`src/hdl/ldta_pkg.sv`:
```
package ldta_pkg;

  // Width of every coordinate and of the polynomial register on the ports.
  localparam int COORD_W = 64;

  // Default field size m, in bits.
  localparam int FIELD_BITS_DEF = 64;

  // Bits of the multiplier operand consumed per cycle by the field multiplier while it is busy.
  localparam int DIGIT_BITS = 8;

  typedef logic [COORD_W-1:0] coord_t;

  // Reset value of the reduction polynomial, t^4 + t^3 + t + 1 below the implicit top term.
  localparam coord_t POLY_RESET = 64'd27;

endpackage

```
`src/hdl/ldta_in_if.sv`:
```
interface ldta_in_if;
  logic valid;
  logic ready;
  ldta_pkg::coord_t proj_x;
  ldta_pkg::coord_t proj_y;
  ldta_pkg::coord_t proj_z;

  modport source (output valid, output proj_x, output proj_y, output proj_z, input ready);
  modport sink (input valid, input proj_x, input proj_y, input proj_z, output ready);
endinterface

```
`src/hdl/ldta_out_if.sv`:
```
interface ldta_out_if;
  logic valid;
  logic ready;
  ldta_pkg::coord_t affine_x;
  ldta_pkg::coord_t affine_y;
  logic at_infinity;

  modport source (output valid, output affine_x, output affine_y, output at_infinity,
                  input ready);
  modport sink (input valid, input affine_x, input affine_y, input at_infinity,
                output ready);
endinterface

```
`src/hdl/lopez_dahab_to_affine_top.sv`:
```
// Channel   Direction  Payload                               Transaction when
// in_i      sink       proj_x, proj_y, proj_z                in_i.valid && in_i.ready
// out_o     source     affine_x, affine_y, at_infinity       out_o.valid && out_o.ready
// cfg       write      cfg_wdata_i (reduction_poly_low)      cfg_we_i
//
// A point with nonzero Z takes (2m + 2) field multiplications on the single
// digit-serial multiplier. Reset (rst_ni low, asynchronous) empties the block
// and loads the polynomial register with 27. A stalled output holds its
// transaction while the next input transaction is taken and computed.
module lopez_dahab_to_affine_top #(
  parameter int FIELD_BITS = ldta_pkg::FIELD_BITS_DEF
) (
  input  logic              clk_i,
  input  logic              rst_ni,
  input  logic              cfg_we_i,
  input  ldta_pkg::coord_t  cfg_wdata_i,
  ldta_in_if.sink           in_i,
  ldta_out_if.source        out_o
);
  import ldta_pkg::*;

  localparam int ICW = $clog2(FIELD_BITS);

  // Sequencer states. The inversion is Fermat's: r = z^(2^m - 2), built by
  // m - 1 rounds of square-then-multiply-by-z and one final square.
  localparam logic [2:0] S_IDLE = 3'd0;
  localparam logic [2:0] S_SQ   = 3'd1; // r = r * r
  localparam logic [2:0] S_MZ   = 3'd2; // r = r * z
  localparam logic [2:0] S_FSQ  = 3'd3; // r = r * r, giving z^-1
  localparam logic [2:0] S_ZI2  = 3'd4; // r = z^-1 * z^-1
  localparam logic [2:0] S_MY   = 3'd5; // y = y * z^-2
  localparam logic [2:0] S_MX   = 3'd6; // x = x * z^-1
  localparam logic [2:0] S_HOLD = 3'd7; // result waits for the output register

  logic [2:0]            state_q, state_d;
  logic                  launched_q, launched_d;
  logic [ICW-1:0]        iter_q, iter_d;
  coord_t                poly_q;

  logic [FIELD_BITS-1:0] x_q, x_d;
  logic [FIELD_BITS-1:0] y_q, y_d;
  logic [FIELD_BITS-1:0] z_q, z_d;
  logic [FIELD_BITS-1:0] r_q, r_d;
  logic [FIELD_BITS-1:0] zi_q, zi_d;
  logic                  inf_q, inf_d;

  logic                  out_valid_q, out_valid_d;
  coord_t                out_x_q, out_y_q;
  logic                  out_inf_q;
  logic                  out_load;

  logic                  mul_start;
  logic [FIELD_BITS-1:0] mul_a, mul_b;
  logic                  mul_done;
  logic [FIELD_BITS-1:0] mul_prod;
  logic                  in_fire;

  // Bits at and above the field size are dropped on the way in.
  logic [FIELD_BITS-1:0] in_x, in_y, in_z;
  assign in_x = in_i.proj_x[FIELD_BITS-1:0];
  assign in_y = in_i.proj_y[FIELD_BITS-1:0];
  assign in_z = in_i.proj_z[FIELD_BITS-1:0];

  assign in_i.ready = (state_q == S_IDLE);
  assign in_fire    = in_i.valid && in_i.ready;

  ldta_gfmul #(
    .FIELD_BITS (FIELD_BITS)
  ) u_gfmul (
    .clk_i  (clk_i),
    .rst_ni (rst_ni),
    .start_i(mul_start),
    .a_i    (mul_a),
    .b_i    (mul_b),
    .poly_i (poly_q[FIELD_BITS-1:0]),
    .done_o (mul_done),
    .prod_o (mul_prod)
  );

  // Operand selection only matters in the cycle the multiplier is started.
  always_comb begin
    mul_a = r_q;
    mul_b = r_q;
    case (state_q)
      S_MZ: begin
        mul_b = z_q;
      end
      S_MY: begin
        mul_a = y_q;
      end
      S_MX: begin
        mul_a = x_q;
        mul_b = zi_q;
      end
      default: begin
      end
    endcase
  end

  always_comb begin
    state_d    = state_q;
    launched_d = launched_q;
    iter_d     = iter_q;
    x_d        = x_q;
    y_d        = y_q;
    z_d        = z_q;
    r_d        = r_q;
    zi_d       = zi_q;
    inf_d      = inf_q;
    mul_start  = 1'b0;
    out_load   = 1'b0;

    // Every multiply state starts the unit once, then waits for its done pulse.
    if (state_q != S_IDLE && state_q != S_HOLD && !launched_q) begin
      mul_start  = 1'b1;
      launched_d = 1'b1;
    end

    case (state_q)
      S_IDLE: begin
        if (in_fire) begin
          x_d    = in_x;
          y_d    = in_y;
          z_d    = in_z;
          r_d    = FIELD_BITS'(1);
          iter_d = ICW'(FIELD_BITS - 2);
          if (in_z == '0) begin
            inf_d   = 1'b1;
            x_d     = '0;
            y_d     = '0;
            state_d = S_HOLD;
          end else begin
            inf_d   = 1'b0;
            state_d = S_SQ;
          end
        end
      end
      S_SQ: begin
        if (mul_done) begin
          r_d        = mul_prod;
          launched_d = 1'b0;
          state_d    = S_MZ;
        end
      end
      S_MZ: begin
        if (mul_done) begin
          r_d        = mul_prod;
          launched_d = 1'b0;
          if (iter_q == '0) begin
            state_d = S_FSQ;
          end else begin
            iter_d  = iter_q - 1'b1;
            state_d = S_SQ;
          end
        end
      end
      S_FSQ: begin
        if (mul_done) begin
          r_d        = mul_prod;
          zi_d       = mul_prod;
          launched_d = 1'b0;
          state_d    = S_ZI2;
        end
      end
      S_ZI2: begin
        if (mul_done) begin
          r_d        = mul_prod;
          launched_d = 1'b0;
          state_d    = S_MY;
        end
      end
      S_MY: begin
        if (mul_done) begin
          y_d        = mul_prod;
          launched_d = 1'b0;
          state_d    = S_MX;
        end
      end
      S_MX: begin
        if (mul_done) begin
          x_d        = mul_prod;
          launched_d = 1'b0;
          state_d    = S_HOLD;
        end
      end
      S_HOLD: begin
        // Move the result into the output register once it is free.
        if (!out_valid_q || out_o.ready) begin
          out_load = 1'b1;
          state_d  = S_IDLE;
        end
      end
      default: begin
        state_d = S_IDLE;
      end
    endcase
  end

  assign out_valid_d = (out_valid_q && !out_o.ready) || out_load;

  always_ff @(posedge clk_i or negedge rst_ni) begin
    if (!rst_ni) begin
      state_q     <= S_IDLE;
      launched_q  <= 1'b0;
      iter_q      <= '0;
      out_valid_q <= 1'b0;
      poly_q      <= POLY_RESET;
    end else begin
      state_q     <= state_d;
      launched_q  <= launched_d;
      iter_q      <= iter_d;
      out_valid_q <= out_valid_d;
      if (cfg_we_i) begin
        poly_q <= cfg_wdata_i;
      end
    end
  end

  always_ff @(posedge clk_i) begin
    x_q   <= x_d;
    y_q   <= y_d;
    z_q   <= z_d;
    r_q   <= r_d;
    zi_q  <= zi_d;
    inf_q <= inf_d;
    if (out_load) begin
      out_x_q   <= COORD_W'(x_q);
      out_y_q   <= COORD_W'(y_q);
      out_inf_q <= inf_q;
    end
  end

  assign out_o.valid       = out_valid_q;
  assign out_o.affine_x    = out_x_q;
  assign out_o.affine_y    = out_y_q;
  assign out_o.at_infinity = out_inf_q;

endmodule

```
`src/hdl/ldta_gfmul.sv`:
```
module ldta_gfmul #(
  parameter int FIELD_BITS = ldta_pkg::FIELD_BITS_DEF
) (
  input  logic                  clk_i,
  input  logic                  rst_ni,
  input  logic                  start_i,
  input  logic [FIELD_BITS-1:0] a_i,
  input  logic [FIELD_BITS-1:0] b_i,
  input  logic [FIELD_BITS-1:0] poly_i,
  output logic                  done_o,
  output logic [FIELD_BITS-1:0] prod_o
);
  import ldta_pkg::*;

  localparam int NDIG = (FIELD_BITS + DIGIT_BITS - 1) / DIGIT_BITS;
  localparam int BW   = NDIG * DIGIT_BITS;
  localparam int CW   = (NDIG > 1) ? $clog2(NDIG) : 1;

  logic [FIELD_BITS-1:0] a_q;
  logic [BW-1:0]         b_q;
  logic [FIELD_BITS-1:0] r_q, r_d;
  logic [CW-1:0]         cnt_q;
  logic                  busy_q;
  logic                  done_q;
  logic                  carry;

  // Most significant digit first: shift the partial product up one bit,
  // fold the overflow back with the polynomial, then add a if the bit is set.
  always_comb begin
    r_d   = r_q;
    carry = 1'b0;
    for (int j = DIGIT_BITS - 1; j >= 0; j--) begin
      carry = r_d[FIELD_BITS-1];
      r_d   = {r_d[FIELD_BITS-2:0], 1'b0};
      if (carry) begin
        r_d = r_d ^ poly_i;
      end
      if (b_q[BW-DIGIT_BITS+j]) begin
        r_d = r_d ^ a_q;
      end
    end
  end

  always_ff @(posedge clk_i or negedge rst_ni) begin
    if (!rst_ni) begin
      busy_q <= 1'b0;
      done_q <= 1'b0;
      cnt_q  <= '0;
    end else begin
      done_q <= 1'b0;
      if (start_i) begin
        busy_q <= 1'b1;
        cnt_q  <= CW'(NDIG - 1);
      end else if (busy_q) begin
        cnt_q <= cnt_q - 1'b1;
        if (cnt_q == '0) begin
          busy_q <= 1'b0;
          done_q <= 1'b1;
        end
      end
    end
  end

  always_ff @(posedge clk_i) begin
    if (start_i) begin
      a_q <= a_i;
      b_q <= BW'(b_i);
      r_q <= '0;
    end else if (busy_q) begin
      b_q <= b_q << DIGIT_BITS;
      r_q <= r_d;
    end
  end

  assign done_o = done_q;
  assign prod_o = r_q;

endmodule

```
`src/flat_wrapper.sv`:
```
// flat-port wrapper written by rule: the top's interface ports become plain ports
module lopez_dahab_to_affine_top_flat import ldta_pkg::*;
#(
  parameter int FIELD_BITS = ldta_pkg::FIELD_BITS_DEF
)
  (clk_i, rst_ni, cfg_we_i, cfg_wdata_i, in_i_valid, in_i_proj_x, in_i_proj_y, in_i_proj_z, in_i_ready, out_o_valid, out_o_affine_x, out_o_affine_y, out_o_at_infinity, out_o_ready);
  ldta_in_if in_i_i ();
  ldta_out_if out_o_i ();
  input  logic clk_i;
  input  logic rst_ni;
  input  logic cfg_we_i;
  input  ldta_pkg::coord_t cfg_wdata_i;
  input wire logic [$bits(in_i_i.valid)-1:0] in_i_valid;
  input wire logic [$bits(in_i_i.proj_x)-1:0] in_i_proj_x;
  input wire logic [$bits(in_i_i.proj_y)-1:0] in_i_proj_y;
  input wire logic [$bits(in_i_i.proj_z)-1:0] in_i_proj_z;
  output wire logic [$bits(in_i_i.ready)-1:0] in_i_ready;
  output wire logic [$bits(out_o_i.valid)-1:0] out_o_valid;
  output wire logic [$bits(out_o_i.affine_x)-1:0] out_o_affine_x;
  output wire logic [$bits(out_o_i.affine_y)-1:0] out_o_affine_y;
  output wire logic [$bits(out_o_i.at_infinity)-1:0] out_o_at_infinity;
  input wire logic [$bits(out_o_i.ready)-1:0] out_o_ready;
  assign in_i_i.valid = in_i_valid;
  assign in_i_i.proj_x = in_i_proj_x;
  assign in_i_i.proj_y = in_i_proj_y;
  assign in_i_i.proj_z = in_i_proj_z;
  assign in_i_ready = in_i_i.ready;
  assign out_o_valid = out_o_i.valid;
  assign out_o_affine_x = out_o_i.affine_x;
  assign out_o_affine_y = out_o_i.affine_y;
  assign out_o_at_infinity = out_o_i.at_infinity;
  assign out_o_i.ready = out_o_ready;
  lopez_dahab_to_affine_top #(.FIELD_BITS(FIELD_BITS)) u_core (.clk_i(clk_i), .rst_ni(rst_ni), .cfg_we_i(cfg_we_i), .cfg_wdata_i(cfg_wdata_i), .in_i(in_i_i), .out_o(out_o_i));
endmodule
```
`config.mk`:
```
export PLATFORM = sky130hd
export DESIGN_NAME = lopez_dahab_to_affine_top_flat
export DESIGN_NICKNAME = d
export VERILOG_FILES = /design/src/hdl/ldta_pkg.sv /design/src/hdl/ldta_in_if.sv /design/src/hdl/ldta_out_if.sv /design/src/hdl/lopez_dahab_to_affine_top.sv /design/src/hdl/ldta_gfmul.sv /design/src/flat_wrapper.sv
export SDC_FILE = /design/constraint.sdc
export NUM_CORES = 2
export LEC_CHECK = 0
export BUFFER_PORTS_ARGS = -buffer_cell sky130_fd_sc_hd__buf_4
export CAP_MARGIN = 0
export CORE_MARGIN = 4
export CORE_UTILIZATION = 30
export CTS_BUF_LIST = sky130_fd_sc_hd__clkbuf_2 sky130_fd_sc_hd__clkbuf_4 sky130_fd_sc_hd__clkbuf_8
export DETAILED_ROUTE_END_ITERATION = 12
export MAX_ROUTING_LAYER = met4
export PLACE_DENSITY = 0.57
export REMOVE_ABC_BUFFERS = 1
export SYNTH_ARGS = -nofsm -noshare
export SYNTH_HDL_FRONTEND = slang
export SYNTH_HIERARCHICAL = 1
export SYNTH_SLANG_ARGS = --single-unit
```
`constraint.sdc`:
```
create_clock -name clk_i -period 29.1 [get_ports clk_i]
set_input_delay 5.82 -clock clk_i [delete_from_list [all_inputs] [get_ports clk_i]]
set_output_delay 5.82 -clock clk_i [all_outputs]
set_load 0.05 [all_outputs]
```
# After elaboration in Yosys (flattened, before gate mapping)

Cells that the tools add are included.

Bits in registers: 722
Latch bits: 0
RAM bits: 0
Memory bits (read-only): 0
Input bits: 261
Output and inout port bits: 131
Logic and storage cells: 143
Memories kept: 0

Add/subtract/negate cells: 2
$mul: 0
Divide/modulo/power cells: 0
$lt $le $gt $ge: 0
Equality and inequality tests: 18
Shift-type cells: 0
Muxes and demuxes: 59
Bitwise operators: 16
Reductions and logical operators: 28

Operators by type and width:

| operator              | number |
|---|---|
| $mux W64              | 24 |
| $xor A64 B64 Y64      | 16 |
| $pmux W64 S2          | 5 |
| $logic_not A64 Y1     | 1 |
| $mux W3               | 11 |
| $pmux W3 S8           | 1 |
| $mux W6               | 3 |
| $ne A2 B2 Y1 const B  | 8 |
| $mux W1               | 13 |
| $eq A3 B3 Y1 const B  | 4 |
| $pmux W6 S2           | 1 |
| $reduce_bool A2 Y1    | 5 |
| $reduce_and A3 Y1     | 3 |
| $reduce_and A8 Y1     | 1 |
| $eq A3 B2 Y1 const B  | 2 |
| $logic_not A3 Y1      | 2 |
| $logic_not A6 Y1      | 1 |
| $reduce_or A6 Y1      | 1 |
| $sub A6 B1 Y6 const B | 1 |
| $logic_and A1 B1 Y1   | 4 |
| $ne A2 B1 Y1 const B  | 2 |
| $reduce_and A2 Y1     | 2 |
| $reduce_and A4 Y1     | 1 |
| $reduce_or A4 Y1      | 1 |
| other kinds (7)       | 10 |

# Depth between registers and ports, before layout

Depth in word-level cells: 32
Gate-level depth with buffers: 16
Mapped depth without buffers: 13

# By module

Netlist, hierarchy kept.

Modules (own cells, without submodules):

| module                    | instances | cells an instance | area an instance (um^2) | sequential area each (um^2) |
|---|---|---|---|---|
| lopez_dahab_to_affine_top | 1         | 1834              | 22551.6                 | 15394.8 |
| ldta_gfmul                | 1         | 3014              | 22253.8                 | 5250.0 |

# Worst setup path after synthesis

No wires, ideal clock.

Kind: input to register
Start: input out_o_ready
End: register u_core.out_x_q[0], in the netlist u_core/out_o.affine_x[0] (enable)
Library setup time: 776 ps
Arrival: 14575 ps
Data required time: 28324 ps
Setup slack: 13749 ps
Cell stages on the path: 2
Cell sequence: nor2b_1 > nor3_1

Longest elaborated chain between the ends: 3

Ends and longest elaborated chain:

| what                 | RTL line                         | RTL |
|---|---|---|
| start, declared      | flat_wrapper.sv:22               | `input wire logic [$bits(out_o_i.ready)-1:0] out_o_ready;` |
| $logic_or A1 B1 Y1   | lopez_dahab_to_affine_top.sv:188 | `if (!out_valid_q \|\| out_o.ready) begin` |
| $mux W1              | lopez_dahab_to_affine_top.sv:188 |  |
| $mux W1              | lopez_dahab_to_affine_top.sv:119 | `case (state_q)` |
| via u_core.out_load  | lopez_dahab_to_affine_top.sv:50  | `logic out_load;` |
| end signal, assigned | lopez_dahab_to_affine_top.sv:227 | `out_x_q <= COORD_W'(x_q);` |
| end, declared        | lopez_dahab_to_affine_top.sv:48  | `coord_t out_x_q, out_y_q;` |

The timed path passes the listed nets, and every way through them passes these cells.
A chain may end at the register's enable or synchronous reset.

# Final worst setup path

Start: input in_i_proj_z[29]
End: register u_core.x_q[41], data pin

Longest elaborated chain between the ends: 4

Ends and longest elaborated chain:

| what                 | RTL line                         | RTL |
|---|---|---|
| start, declared      | flat_wrapper.sv:16               | `input wire logic [$bits(in_i_i.proj_z)-1:0] in_i_proj_z;` |
| $logic_not A64 Y1    | lopez_dahab_to_affine_top.sv:127 | `if (in_z == '0) begin` |
| $mux W64             | lopez_dahab_to_affine_top.sv:127 |  |
| $mux W64             | lopez_dahab_to_affine_top.sv:121 | `if (in_fire) begin` |
| $pmux W64 S2         | lopez_dahab_to_affine_top.sv:119 |  |
| via u_core.x_d[41]   | lopez_dahab_to_affine_top.sv:40  | `logic [FIELD_BITS-1:0] x_q, x_d;` |
| end signal, assigned | lopez_dahab_to_affine_top.sv:220 | `x_q <= x_d;` |
| end, declared        | lopez_dahab_to_affine_top.sv:40  |  |

The timed path passes the listed nets, and every way through them passes these cells. The select of a mux whose other input is x is not followed.

==> results summary <==
The mean post-synth cell area is about 9.2 um2. In the final layout, the share of cells above drive strength 1 is 0.1612. The number of design rule violations left after detail routing is 0. The total power is 7801 uW.

The number of nets at the end of the flow came out at roughly 5300. The power per cell area came out at ~150 mW/mm2. The final number of hold-violating endpoints is 0. The source of the critical timing path is in_i_proj_z[29]. The worst hold-check slack is between 0.4 and 0.5 ns. The maximum clock insertion buffer count is 3. Counting flops and latches in the post-synthesis netlist gives around 720. The critical path startpoint category is an input port.

Along the worst path, the maximum fanout reaches a little under 90. After synthesis, the netlist uses 69 different library cells. The number of clock sinks came out at approximately 720. The worst-case vdd ir drop is 0.0002435 V. The critical path in this run is classified as in2reg. The post-synthesis sequential area ratio is 0.4608. The global placer's final weighted congestion came out at ~0.86. The area taken by multi-input logic gates came out at approximately 0.022 mm2.

The startpoint identified for the worst register-to-register timing path is u_core/u_gfmul/b_q[63]. Across the run, the number of max-cap violations was 0. The growth of design area from synthesis to finish is 15.62%. The violation count after the first detailed-routing iteration is ~3800. The overall global routing resource usage came out at 0.2070. The initial antenna violation count is 18.

The warning count from the yosys run is 6. The number of iterations in the first detailed-routing pass came out at 5. The number of global-route vias before repair came out at 33969.

The number of ports placed on the die boundary came out at about 390. The worst min-delay path class is reg2reg. For this run the aggregate overflow at the end of global routing stands at 0. Setup repair after global routing left no endpoint under its margin.

The final critical-path required period is between 8 and 9 ns. The required time at the endpoint of the critical path came out at approximately 30 ns. The initial utilization of the core area, before any placement, comes to 0.3027. The quantity of hold-fixing buffers added after cts is 0. The HPWL after detailed placement came out at approximately 110000 um. The flow ran to the end, and the final reports show no timing, DRC or antenna violations.

The quantity of I/O buffers inserted on ports came out at 391. The buffer type at the clock tree root is sky130_fd_sc_hd__clkbuf_8. The clock transition at the register clock pins on the worst setup and hold paths after CTS came out at 0.07 ns. The number of cell rows is 141. The final-layout setup total negative slack came out at 0 ns.

The number of fillers in the final layout is 14932. The number of H-tree levels is 3. The number of cells produced by synthesis is 4848. The first global-routing pass estimated 236200 um of wire. On the final layout, the worst clock skew is 0.1067 ns. STA classifies the critical path endpoint as a register.

The prevailing post-synth register cell is sky130_fd_sc_hd__edfxtp_1. The register area is ~0.021 mm2. The final count of negative-setup-slack endpoints came out at 0. The number of enable flip-flop cells after synthesis came out at 578. The via density per instance is about 5.

sky130_fd_sc_hd__edfxtp_1 takes more of the synthesized area than any other cell. The maximum operating frequency came out at between 100 and 150 MHz. The share of the cycle needed by the critical path after routing came out at 0.2877. The maximum number of pins on one net before global-route repair is 90. The routed length per instance is approximately 23 um.

The max-slew headroom at the worst pin is 0.2549. The post-synthesis async set-or-reset flop share is 0.1108. The vertical extent of the die came out at 394.5 um. The total routed wirelength is about 160000 um. The hold path startpoint is u_core/inf_q. The post-CTS setup buffer count came out at 0. The via count of the routed design came out at roughly 36000. For the pin with the worst max-slew slack, the measured transition is about 1.1 ns.

TritonCTS built the clock tree. The clock insertion delay at the later pin of the skew report came out at ~0.87 ns. The final core utilization is 0.3500. By area the synthesized netlist is led by sky130_fd_sc_hd__edfxtp_1 (39%), sky130_fd_sc_hd__xnor2_1 (16%), sky130_fd_sc_hd__nand2_1 (11%). In this run the cell area of the synthesized design comes to approximately 0.045 mm2. The core footprint is between 0.1 and 0.15 mm2. The total CTS buffers came out at about 120. The post-cts repair resize count is 0. The number of max-slew violations in the final report came out at 0. The critical path arrival came out at between 8 and 9 ns.

The share of synthesized area in the top cell type comes to 0.3874. Once detail routing completed, the nets flagged for antenna violations numbered 0. The total die area came out at between 0.15 and 0.2 mm2. Summed over all cells, the static leakage comes to around 0.018 uW. The die boundary width is 394.5 um.
[registers in the layout, indices dropped and copies added (netlist names), 6 cells and up]
signal,cells
u_core/iter_q,6
u_core/out_o.affine_x,64
u_core/out_o.affine_y,64
u_core/poly_q,64
u_core/r_q,64
u_core/u_gfmul/a_q,64
u_core/u_gfmul/b_q,64
u_core/u_gfmul/prod_o,64
u_core/x_q,64
u_core/y_q,64
u_core/z_q,64
u_core/zi_q,64
[synthesized netlist by cell type, types with 10 or more instances]
| cell type | instances |
|---|---|
| sky130_fd_sc_hd__clkbuf_1 | 329 |
| sky130_fd_sc_hd__nand2b_1 | 12 |
| sky130_fd_sc_hd__nor2_1 | 268 |
| sky130_fd_sc_hd__dfxtp_1 | 64 |
| sky130_fd_sc_hd__a211oi_1 | 10 |
| sky130_fd_sc_hd__xnor2_1 | 805 |
| sky130_fd_sc_hd__xor2_1 | 135 |
| sky130_fd_sc_hd__dfrtp_1 | 76 |
| sky130_fd_sc_hd__buf_2 | 36 |
| sky130_fd_sc_hd__and2_1 | 73 |
| sky130_fd_sc_hd__a22o_1 | 122 |
| sky130_fd_sc_hd__nor4_1 | 18 |
| sky130_fd_sc_hd__edfxtp_1 | 578 |
| sky130_fd_sc_hd__a22oi_1 | 65 |
| sky130_fd_sc_hd__o21ai_1 | 28 |
| sky130_fd_sc_hd__mux2_2 | 121 |
| sky130_fd_sc_hd__a21oi_1 | 129 |
| sky130_fd_sc_hd__a311oi_1 | 56 |
| sky130_fd_sc_hd__inv_1 | 73 |
| sky130_fd_sc_hd__buf_1 | 48 |
| sky130_fd_sc_hd__nand2_1 | 1344 |
| sky130_fd_sc_hd__o21ai_0 | 297 |
| sky130_fd_sc_hd__mux2i_1 | 72 |
[final cells by class]
type                            instances  area share
Tap cell                             1930     0.04662
Sequential cell                       722      0.3988
Clock inverter                         70     0.01056
Antenna cell                           16   0.0007729
Inverter                               75    0.005435
Multi-Input combinational cell       3632      0.4341
Timing Repair Buffer                  459     0.06652
Clock buffer                          154     0.03717
[report_power, final]
part | total (uW) | switching [uW] | internal (uW)
combinational | 5460 | 3110 | 2350
sequential | 1390 | 194 | 1190
clock | 956 | 457 | 499
[final timing paths]
check	to	slack, ns	cells past startpoint
worst max-delay path	u_core/x_q[41]	20.73	6
worst min register to register	u_core/out_o.at_infinity	0.42	0
min in group asynchronous	u_core/poly_q[62]	4.86	1
max in group asynchronous	u_core/state_q[1]	22.80	2
worst min-delay path	u_core/out_o.at_infinity	0.42	0
worst max register to register	u_core/u_gfmul/prod_o[4]	22.77	16
[cells in the final DEF, fill, tap and decap left out, drive strengths merged, types with 3 or more instances in the layout]
cell / netlist / routed
xnor2: 810 / 810
nor4: 19 / 19
a21boi: 3 / 3
and2: 74 / 74
nor3b: 3 / 3
xnor3: 8 / 8
dfxtp: 64 / 64
a311oi: 58 / 58
nand3: 5 / 5
inv: 74 / 79
nand4: 4 / 4
o21ai: 325 / 325
a21o: 3 / 3
dfrtp: 76 / 76
clkinv: 1 / 54
a22oi: 65 / 65
ha: 3 / 3
nor3: 7 / 7
a211oi: 10 / 10
xor2: 136 / 136
dfstp: 4 / 4
diode: 0 / 16
edfxtp: 578 / 578
buf: 89 / 459
a21oi: 129 / 129
mux2i: 72 / 72
nand2b: 12 / 12
nor2: 269 / 269
nand2: 1345 / 1345
clkinvlp: 0 / 5
and3: 3 / 3
a22o: 122 / 122
clkbuf: 330 / 154
mux2: 121 / 121
bufinv: 0 / 7
[metal layers]
layer,GRT usage,up-vias,part of all wire
met4,0.07773,0,0.037
met3,0.03136,239,0.080
met1,0.2789,17610,0.43
li1,-,16508,-
met2,0.3151,1590,0.45
met5,-,-,0
[worst max-delay path: stages]
cell	delay, ns
sky130_fd_sc_hd__buf_4	0.12
sky130_fd_sc_hd__nor4_2	0.78
sky130_fd_sc_hd__nand4_1	0.61
sky130_fd_sc_hd__nor4_4	0.38
sky130_fd_sc_hd__buf_4	0.80
sky130_fd_sc_hd__o21ai_0	0.29
[cell families after synthesis]
| logic type | count (synthesis) | synth area share |
|---|---|---|
| AO/OA/AOI/OAI | 731 | 0.1029 |
| adder cells (fa/ha/maj) | 3 | 0.0008378 |
| AND/OR/NAND/NOR | 1749 | 0.1547 |
| flip-flops | 722 | 0.4608 |
| multiplexers | 193 | 0.04650 |
| XOR/XNOR | 956 | 0.1913 |
| buffers and inverters | 494 | 0.04300 |
[stage by stage]
step,worst slack (ns),std cells,area [um2]
2_1_floorplan,6.212,4429,43160
3_3_place_gp,19.74,6818,49290
3_5_place_dp,19.70,6818,49290
4_1_cts,20.59,7042,51760
5_1_grt,20.61,7057,51800
6_report,20.73,7058,51800
No activity file was read; power rests on OpenSTA's default activity.
